`config.mk`:
```
export PLATFORM = sky130hd
export DESIGN_NAME = pixel_blend_unit
export DESIGN_NICKNAME = d
export VERILOG_FILES = /design/src/rtl/core/pbu_pkg.sv /design/src/rtl/core/pbu_lane.sv /design/src/rtl/core/pbu_merge.sv /design/src/rtl/core/pixel_blend_unit.sv
export SDC_FILE = /design/constraint.sdc
export NUM_CORES = 1
export LEC_CHECK = 0
export ABC_AREA = 1
export BUFFER_PORTS_ARGS = -buffer_cell sky130_fd_sc_hd__buf_2
export CAP_MARGIN = 20
export CORE_ASPECT_RATIO = 1.5
export CORE_UTILIZATION = 30
export DETAILED_ROUTE_END_ITERATION = 8
export GPL_ROUTABILITY_DRIVEN = 0
export PLACE_DENSITY = 0.55
export SLEW_MARGIN = 10
export SYNTH_ARGS = -nofsm -noshare
export SYNTH_HDL_FRONTEND = slang
export SYNTH_SLANG_ARGS = --single-unit
```
`constraint.sdc`:
```
create_clock -name clk -period 2.95 [get_ports clk]
set_input_delay 0.4425 -clock clk [delete_from_list [all_inputs] [get_ports clk]]
set_output_delay 0.4425 -clock clk [all_outputs]
set_load 0.005 [all_outputs]
```
`src/rtl/core/pbu_pkg.sv`:
```
// Shared blend-mode codes, lane result selectors and widths for the pixel blend unit.
package pbu_pkg;

    localparam int PIX_W   = 8;
    localparam int PROD_W  = 2 * PIX_W;
    localparam int MAX_CH  = 3;

    typedef enum logic [2:0] {
        MODE_MULTIPLY = 3'd0,
        MODE_SCREEN   = 3'd1,
        MODE_SUBTRACT = 3'd2,
        MODE_ADD      = 3'd3,
        MODE_OVERLAY  = 3'd4
    } blend_mode_t;

    // How the second lane stage forms the channel byte.
    typedef enum logic [1:0] {
        SEL_DIV     = 2'd0,
        SEL_INV_DIV = 2'd1,
        SEL_DIRECT  = 2'd2,
        SEL_ZERO    = 2'd3
    } res_sel_t;

    typedef logic [PIX_W-1:0] pix_t;

endpackage

```
`src/rtl/core/pbu_lane.sv`:
```
// One color channel blend lane: operand select and multiply (or a direct subtract/add result), then divide by 255.
module pbu_lane
    import pbu_pkg::*;
(
    input  logic             clk,
    input  logic             load,
    input  logic [2:0]       func,
    input  pix_t             a,
    input  pix_t             b,
    output pix_t             res
);

    pix_t              ia;
    pix_t              ib;
    pix_t              op_a;
    pix_t              op_b;
    logic              dbl;
    logic [PROD_W-1:0] prod;
    logic [PIX_W:0]    sum;
    pix_t              direct_next;
    res_sel_t          sel_next;
    logic [PROD_W-1:0] prod_next;

    logic [PROD_W-1:0] prod_reg;
    res_sel_t          sel_reg;
    pix_t              direct_reg;

    logic [PROD_W-1:0] biased;
    logic [PROD_W-1:0] scaled;
    pix_t              quot;

    assign ia  = ~a;
    assign ib  = ~b;
    assign sum = {1'b0, a} + {1'b0, b};

    always_comb
    begin
        op_a        = a;
        op_b        = b;
        dbl         = 1'b0;
        direct_next = '0;
        sel_next    = SEL_ZERO;
        unique case (func)
            MODE_MULTIPLY:
            begin
                sel_next = SEL_DIV;
            end
            MODE_SCREEN:
            begin
                op_a     = ia;
                op_b     = ib;
                sel_next = SEL_INV_DIV;
            end
            MODE_SUBTRACT:
            begin
                direct_next = (a > b) ? (a - b) : '0;
                sel_next    = SEL_DIRECT;
            end
            MODE_ADD:
            begin
                direct_next = sum[PIX_W] ? '1 : sum[PIX_W-1:0];
                sel_next    = SEL_DIRECT;
            end
            MODE_OVERLAY:
            begin
                dbl = 1'b1;
                if (b[PIX_W-1])
                begin
                    op_a     = ia;
                    op_b     = ib;
                    sel_next = SEL_INV_DIV;
                end
                else
                begin
                    sel_next = SEL_DIV;
                end
            end
            default:
            begin
                sel_next = SEL_ZERO;
            end
        endcase
    end

    // In overlay mode one operand is below half scale, so the doubled product still fits.
    assign prod      = op_a * op_b;
    assign prod_next = dbl ? {prod[PROD_W-2:0], 1'b0} : prod;

    always_ff @(posedge clk)
    begin
        if (load)
        begin
            prod_reg   <= prod_next;
            sel_reg    <= sel_next;
            direct_reg <= direct_next;
        end
    end

    // Rounded division by 255: q = (y + (y >> 8) + 1) >> 8 with y = x + 127, exact for this range.
    assign biased = prod_reg + PROD_W'(127);
    assign scaled = biased + {{PIX_W{1'b0}}, biased[PROD_W-1:PIX_W]} + PROD_W'(1);
    assign quot   = scaled[PROD_W-1:PIX_W];

    always_comb
    begin
        unique case (sel_reg)
            SEL_DIV:     res = quot;
            SEL_INV_DIV: res = ~quot;
            SEL_DIRECT:  res = direct_reg;
            SEL_ZERO:    res = '0;
            default:     res = '0;
        endcase
    end

endmodule

```
`src/rtl/core/pbu_merge.sv`:
```
// Output stage that gathers the lane results into one registered pixel beat.
module pbu_merge
    import pbu_pkg::*;
(
    input  logic              clk,
    input  logic              rst_n,
    input  logic              lane_valid,
    input  pix_t [MAX_CH-1:0] lane_res,
    input  logic              out_stall,
    output logic              ready,
    output logic              out_valid,
    output pix_t              out_red,
    output pix_t              out_green,
    output pix_t              out_blue
);

    logic out_valid_reg;
    logic out_valid_next;
    logic load;
    pix_t red_reg;
    pix_t green_reg;
    pix_t blue_reg;

    assign ready          = !out_valid_reg || !out_stall;
    assign load           = lane_valid && ready;
    assign out_valid_next = ready ? lane_valid : out_valid_reg;

    always_ff @(posedge clk or negedge rst_n)
    begin
        if (!rst_n)
        begin
            out_valid_reg <= 1'b0;
        end
        else
        begin
            out_valid_reg <= out_valid_next;
        end
    end

    always_ff @(posedge clk)
    begin
        if (load)
        begin
            red_reg   <= lane_res[0];
            green_reg <= lane_res[1];
            blue_reg  <= lane_res[2];
        end
    end

    assign out_valid = out_valid_reg;
    assign out_red   = red_reg;
    assign out_green = green_reg;
    assign out_blue  = blue_reg;

endmodule

```
`src/rtl/core/pixel_blend_unit.sv`:
```
// Top level of the pixel blend unit: per-channel lanes feeding a registered output stage.
//
//   Channel   Handshake            Payload
//   input     in_valid / in_stall  func, top_red/green/blue, bottom_red/green/blue
//   output    out_valid/out_stall  out_red, out_green, out_blue
//
// One pixel beat is accepted every cycle while in_stall is low; its result passes
// through the lane multiplier register and then the output register.
// Reset (rst_n, asynchronous, active low) clears only the stage valid flags.
// When the output is stalled the held beat stays put, and one more beat still
// enters the lane stage; in_stall rises only once both stages are full.
//
// Each lane blends one color channel. The first stage picks the operands for
// the mode (the byte or its complement), runs one 8x8 multiply and doubles it
// for overlay; subtract and add are finished there directly. The second stage
// rounds the product divided by 255 with a shift-and-add reciprocal and
// complements it for the screen-like cases. Only the first CHANNELS channels
// get a lane, in red, green, blue order; the rest read as zero.
module pixel_blend_unit
    import pbu_pkg::*;
#(
    parameter int CHANNELS = 3
)
(
    input  logic       clk,
    input  logic       rst_n,
    input  logic       in_valid,
    output logic       in_stall,
    input  logic [2:0] func,
    input  logic [7:0] top_red,
    input  logic [7:0] top_green,
    input  logic [7:0] top_blue,
    input  logic [7:0] bottom_red,
    input  logic [7:0] bottom_green,
    input  logic [7:0] bottom_blue,
    output logic       out_valid,
    input  logic       out_stall,
    output logic [7:0] out_red,
    output logic [7:0] out_green,
    output logic [7:0] out_blue
);

    localparam int LANES = (CHANNELS > MAX_CH) ? MAX_CH : CHANNELS;

    pix_t [MAX_CH-1:0] top_pix;
    pix_t [MAX_CH-1:0] bottom_pix;
    pix_t [MAX_CH-1:0] lane_res;

    logic stage_valid_reg;
    logic stage_valid_next;
    logic stage_ready;
    logic merge_ready;
    logic load;

    assign top_pix    = {top_blue, top_green, top_red};
    assign bottom_pix = {bottom_blue, bottom_green, bottom_red};

    // The lane stage may take a beat when it is empty or its beat moves on.
    assign stage_ready      = !stage_valid_reg || merge_ready;
    assign in_stall         = !stage_ready;
    assign load             = in_valid && stage_ready;
    assign stage_valid_next = stage_ready ? in_valid : stage_valid_reg;

    always_ff @(posedge clk or negedge rst_n)
    begin
        if (!rst_n)
        begin
            stage_valid_reg <= 1'b0;
        end
        else
        begin
            stage_valid_reg <= stage_valid_next;
        end
    end

    genvar ch;
    generate
        for (ch = 0; ch < MAX_CH; ch++)
        begin : g_lane
            if (ch < LANES)
            begin : g_active
                pbu_lane u_lane (
                    .clk  (clk),
                    .load (load),
                    .func (func),
                    .a    (top_pix[ch]),
                    .b    (bottom_pix[ch]),
                    .res  (lane_res[ch])
                );
            end
            else
            begin : g_unused
                // Channels beyond the configured count always read as zero.
                assign lane_res[ch] = '0;
            end
        end
    endgenerate

    pbu_merge u_merge (
        .clk        (clk),
        .rst_n      (rst_n),
        .lane_valid (stage_valid_reg),
        .lane_res   (lane_res),
        .out_stall  (out_stall),
        .ready      (merge_ready),
        .out_valid  (out_valid),
        .out_red    (out_red),
        .out_green  (out_green),
        .out_blue   (out_blue)
    );

endmodule

```
==> reports/qor.yml, run 1 <==
status: "finished, violations left"
violations: "DRC, setup timing"
fin_hold_ws_ps: 302
synth_commonest_cells: "572 x nand2_1, 472 x inv_1, 197 x nor2_1"
synth_top_area_cell: "edfxtp_1"
min_to: "stage_valid_reg"
core_area_mm2: 0.0537
slew_headroom_pct: 53.9
yosysWarnings: 0
reg2reg_depth: 20
hp-class: "primary input to flop"
nNetsFinal: 3062
antenna_found_initial: 2
busiest_layer: "met2"
max_freq_mhz: 201
clock_latency_ps: 390
fin_ws_ps: -2040
path_clk_slew_ps: 80
critical_path_arrival_ps: 5130
grt_use_met3_pct: 1.62
vdd_ir_drop_max_mv: 0.622
post-route-util_pct: 43.3
path_class: "primary input to flop"
synth_ff_type: "edfxtp_1"
grt_max_degree: 77
synth_area_mm2: 0.0164
cp_top_family: "adder cells"
ys_ff_latch: 102
required_ps: 3090
fillCellCount: 5308
synth_edf_count: 100
final.period_utilization_pct: 169
htreeDepth: 3
tritoncts: "yes"
powerDensity_mw_per_mm2: 995
ys_seq_area_share_pct: 18.6
syn_area_per_cell_um2: 7.30
tightestPinTransition_ps: 691
min-delay-start: "in_valid"
grt_overflow: 0
yosysMostFrequentCell: "nand2_1"
synthToLayoutAreaGrowth_pct: 42.1
worst_path_most_repeated_cell: "inv_2"
pre_cts_ws_ps: -2810
ios: 81
wirelength_um: 49500
hpwlAfterDp_um: 40600
die_area_mm2: 0.0556
die_h_um: 288
initial_core_util_pct: 30.5
r2r_start: "g_lane[1].g_active.u_lane.prod_reg[0]"
viasPerCell: 4.71
cp_num_buf_inv: 11
synth_nets: 2592
drt_iter0_markers: 627
gr-usage-met2_pct: 36.1
largest_reg_flops: 48
rsz0062_at_grt: "yes"
leakagePower_uw: 0.0118
synth_area_leaders: "edfxtp_1 18%, fa_1 14%, ha_1 14%"
root_buffer: "clkbuf_16"
min_path_cells: 3
drc: 16
ys_async_sr_fraction_pct: 1.96
wl_per_cell_um: 14.5
syn_inst: 2243
die_w_um: 193
clockBufferDepth: 2
drive_above_1_share_pct: 34.2
cp-start-kind: "primary input"
cp_max_fo: 5
worst_path_largest_cell_delay_ps: 530
vias: 16100
grt_pass1_wl_um: 78300
synth_top_area_share_pct: 18.3
grt_usage_pct: 17.9
hold_violations: 0
rows: 104
setup_viol: 40
finalPower_uw: 23100
regToRegSetupSlack_ps: 90
slew_violations: 0
post_synth_num_cell_types: 54
grt_pass1_vias: 16400
skew_ps: 12.1
port_buffers: 80
final.min_clock_period_ps: 4990
ant_nets: 0
cp_slowest_cell: "fa_1"
worstReg2RegEnd: "u_merge.out_green[5]"
drt-pass1-iter-count: 9
timing.setup.tns_ps: -63590
cts_inserted_buffers: 9
use_met1_pct: 17.5
cap_violations: 0
endpoint_kind: "flop"
clock_sinks: 102
[layout make-up]
cell class	count	area (um^2)	area share [%]
flip-flops and latches	102	3050	13.1
repair inverters	1	7.51	0.0323
multi-input cells	1644	13300	57.3
well taps	689	862	3.70
diodes	1	2.50	0.0108
repair buffers	480	3890	16.7
clock buffers	9	225	0.968
clock inverters	7	92.6	0.398
inverters	475	1810	7.80
[metrics by stage]
stage	area [um^2]	std cells
2_1_floorplan	17000	2243
3_3_place_gp	20600	3308
3_5_place_dp	20600	3308
4_1_cts	22200	3370
5_1_grt	23300	3408
6_report	23300	3408
[worst max-delay path by stage]
| stage | startpoint | to | slack, ps | depth (start not counted) |
|---|---|---|---|---|
| final | func[1] | g_lane[1].g_active.u_lane.prod_reg[15] | -2040 | 29 |
| after global routing | func[1] | g_lane[0].g_active.u_lane.prod_reg[14] | -2290 | 27 |
| after CTS | func[1] | g_lane[1].g_active.u_lane.prod_reg[14] | -2000 | 28 |
| after detailed placement | func[0] | g_lane[1].g_active.u_lane.prod_reg[14] | -2810 | 28 |
| after global placement | func[0] | g_lane[1].g_active.u_lane.prod_reg[14] | -2740 | 28 |
| after floorplan | func[0] | g_lane[0].g_active.u_lane.prod_reg[14] | -2070 | 26 |
[cells by family after synthesis]
family	synth area share [%]
xor gates and xnor gates	7.62
DFF	18.6
buffers and inverters	11.7
adders and majority gates	27.7
and+or+nand+nor	26.2
AOI/OAI and AO/OA	7.92
muxes	0.244
[layout by cell type, fill, tap and decap left out, types with 40 or more instances in the layout]
| cell | synthesis | layout |
|---|---|---|
| a21oi_1 | 82 | 54 |
| buf_2 | 8 | 77 |
| buf_4 | 2 | 315 |
| buf_6 | 2 | 68 |
| edfxtp_1 | 100 | 100 |
| fa_1 | 114 | 102 |
| ha_1 | 180 | 129 |
| ha_4 | 0 | 49 |
| inv_1 | 472 | 383 |
| inv_2 | 3 | 82 |
| nand2_1 | 572 | 518 |
| nand2_2 | 10 | 57 |
| nand3_1 | 152 | 130 |
| nor2_1 | 197 | 151 |
| o21ai_0 | 78 | 41 |
| xor2_1 | 65 | 40 |
[routing by layer]
| metal | share of wire (%) | vias up | wire [um] |
|---|---|---|---|
| met5 | 0.026 | - | 13 |
| met3 | 2.4 | 115 | 1210 |
| met4 | 4.7 | 2 | 2330 |
| li1 | - | 7980 | - |
| met2 | 57 | 291 | 28200 |
| met1 | 36 | 7674 | 17700 |
[where the power goes]
group / switching (uW) / total [uW] / internal (uW)
registers: 306 / 2710 / 2410
logic: 10100 / 19100 / 9040
clock network: 630 / 1310 / 679
total: 11000 / 23100 / 12100
[tightest hold or removal path, delay by kind of cell]
family | cells | cell delay [ps]
and+or+nand+nor | 2 | 130
buffers and inverters | 1 | 80
[repair_timing]
item	4_1_cts	5_1_grt
setup buffers	47	44
hold endpoints to repair	2	0
resized for setup	191	207
pin swaps	86	98
gates cloned	1	0
hold buffers	1	0
endpoints found under the setup margin	43	65
No activity file was read; power rests on OpenSTA's default activity.
==> inputs of run 2 (changes only) <==
--- a/config.mk
+++ b/config.mk
@@ -9,10 +9,10 @@
 export BUFFER_PORTS_ARGS = -buffer_cell sky130_fd_sc_hd__buf_2
 export CAP_MARGIN = 20
 export CORE_ASPECT_RATIO = 1.5
-export CORE_UTILIZATION = 30
+export CORE_UTILIZATION = 35
 export DETAILED_ROUTE_END_ITERATION = 8
 export GPL_ROUTABILITY_DRIVEN = 0
-export PLACE_DENSITY = 0.55
+export PLACE_DENSITY = 0.6
 export SLEW_MARGIN = 10
 export SYNTH_ARGS = -nofsm -noshare
 export SYNTH_HDL_FRONTEND = slang
==> run 2 against run 1 <==
The run ends with setup timing left. Hold slack improved by 5.5 ps. Design area decreased by 2.6%. Non-clock buffer count decreased by 30. Via count decreased by 0.36%. Critical endpoint is now g_lane[1].g_active.u_lane.prod_reg[14].
==> reports/qor.yml, run 2 (synthesized netlist as in run 1, its figures left out) <==
gr-usage-met2_pct: 39.3  # +3.2 points
max_freq_mhz: 204  # +1.6%
grt_use_met3_pct: 1.88  # +0.26 points
regToRegSetupSlack_ps: 80  # about the same
grt_pass1_vias: 16200  # -1.2%
ant_nets: 0  # unchanged
wirelength_um: 47700  # -3.7%
grt_pass1_wl_um: 75900  # -3.0%
die_h_um: 267  # -7.4%
clockBufferDepth: 2  # unchanged
htreeDepth: 3  # unchanged
leakagePower_uw: 0.0116  # -1.6%
diodes: 0  # -1
wl_per_cell_um: 14.6  # +0.25%
worst_path_largest_cell_delay_ps: 530  # about the same
min_to: "stage_valid_reg"
violations: "setup timing"
layout_common_cells: "534 x nand2_1, 400 x inv_1, 314 x buf_4"
min_path_cells: 3  # unchanged
hp-class: "primary input to flop"
min-delay-start: "in_valid"
drc: 0  # -16
skew_ps: 16.0  # +3.91 ps
cp_max_fo: 5  # unchanged
grt_overflow: 0  # unchanged
powerDensity_mw_per_mm2: 1030  # +3.4%
die_area_mm2: 0.0477  # -14%
die_w_um: 179  # -7.3%
drt-pass1-iter-count: 5  # -4
cp_slowest_cell: "fa_1"
final.min_clock_period_ps: 4900  # -80.8 ps
port_buffers: 80  # unchanged
drive_above_1_share_pct: 32.0  # -2.2 points
path_clk_slew_ps: 70  # about the same
cp-start-kind: "primary input"
timing.setup.tns_ps: -59080  # +4510 ps
setup_viol: 39  # -2.5%
r2r_start: "g_lane[2].g_active.u_lane.prod_reg[7]"
cts_inserted_buffers: 9  # unchanged
worstReg2RegEnd: "u_merge.out_blue[6]"
core_area_mm2: 0.0460  # -14%
critical_path_arrival_ps: 5040  # -90 ps
cap_violations: 0  # unchanged
hold_violations: 0  # unchanged
root_buffer: "clkbuf_16"
clock_sinks: 102  # unchanged
ios: 81  # unchanged
tritoncts: "yes"
slew_headroom_pct: 57.7  # +3.8 points
initial_core_util_pct: 35.6  # +5.1 points
largest_reg_flops: 48  # unchanged
rows: 96  # -7.7%
grt_max_degree: 77  # unchanged
cp_top_family: "adder cells"
vias: 16000  # -0.36%
rsz0062_at_grt: "yes"
tightestPinTransition_ps: 634  # -56.6 ps
antenna_found_initial: 1  # -1
use_met1_pct: 20.6  # +3.1 points
hpwlAfterDp_um: 38700  # -4.7%
status: "finished, violations left"
synthToLayoutAreaGrowth_pct: 38.3
clock_latency_ps: 380  # about the same
reg2reg_depth: 17  # -15%
drt_iter0_markers: 637  # +1.6%
viasPerCell: 4.89  # +3.7%
path_class: "primary input to flop"
post-route-util_pct: 49.3  # +6.0 points
busiest_layer: "met2"
layout_commonest_cell: "nand2_1"
cp_num_buf_inv: 7  # -4
required_ps: 3080  # about the same
grt_usage_pct: 20.2  # +2.3 points
nNetsFinal: 3031  # -1.0%
fin_ws_ps: -1950  # +80.8 ps
vdd_ir_drop_max_mv: 0.682  # +9.7%
endpoint_kind: "flop"
worst_path_most_repeated_cell: "nand2_2"
final.period_utilization_pct: 166  # -2.7 points
slew_violations: 0  # unchanged
[run 2: changes by cell type in the layout (fill, tap and decap cells not counted), moves of 5 or more]
| cell | before | now |
|---|---|---|
| buf_6 | 68 | 39 |
| inv_1 | 383 | 400 |
| nand3_2 | 23 | 18 |
| nand2_1 | 518 | 534 |
| nand2_2 | 57 | 41 |
| inv_2 | 82 | 68 |
[run 2: tightest hold or removal path: stages]
cell,delay (ps)
buf_2,80
nand2_1,70
nand2_1,60
[run 2: cell type report]
class / count / area (um^2)
Multi-Input combinational cell: 1644 / 13200
Sequential cell: 102 / 3050
Clock inverter: 7 / 58.8
Tap cell: 588 / 736
Fill cell: 4294 / 23300
Timing Repair Buffer: 450 / 3540
Clock buffer: 9 / 225
Inverter: 475 / 1800
[run 2: power by group]
group	leakage [uW]	internal, uW	switching, uW
clock network	0.000131	584	603
logic	0.0105	9110	10300
registers	0.00101	2410	342
[run 2: how the worst max path moves through the flow]
stage | slack [ps] | depth (start not counted) | endpoint | start
finish | -1950 | 27 | g_lane[1].g_active.u_lane.prod_reg[14] | func[1]
global route | -2160 | 27 | g_lane[0].g_active.u_lane.prod_reg[15] | func[1]
CTS | -1860 | 24 | g_lane[2].g_active.u_lane.prod_reg[13] | func[0]
detailed placement | -2480 | 24 | g_lane[0].g_active.u_lane.prod_reg[14] | func[2]
global placement | -2370 | 29 | g_lane[1].g_active.u_lane.prod_reg[15] | func[0]
floorplan | -2070 | 26 | g_lane[0].g_active.u_lane.prod_reg[14] | func[0]
[run 2: repair_timing]
item | 4_1_cts | 5_1_grt
setup endpoints to repair | 44 | 63
setup buffers | 38 | 50
hold buffers | 1 | 0
resized for setup | 178 | 143
cloned | 2 | 0
pin swaps | 95 | 64
hold endpoints to repair | 2 | 0
[run 2: routing by layer]
metal / part of all wire [%] / wire length, um
met1: 37 / 17400
met3: 2.7 / 1270
met2: 56 / 26500
met4: 5.2 / 2460
met5: 0.025 / 12
[run 2: through the flow]
stage          instance area [um^2]  hold slack (ps)  setup slack [ps]  power (uW)  instances
2_1_floorplan                 17000              147             -2070       13300       2243
3_3_place_gp                  20300              229             -2370       17900       3175
3_5_place_dp                  20300              232             -2480       18200       3175
4_1_cts                       21700              290             -1860       21300       3229
5_1_grt                       22700              305             -2160       25500       3275
6_report                      22700              307             -1950       23300       3275
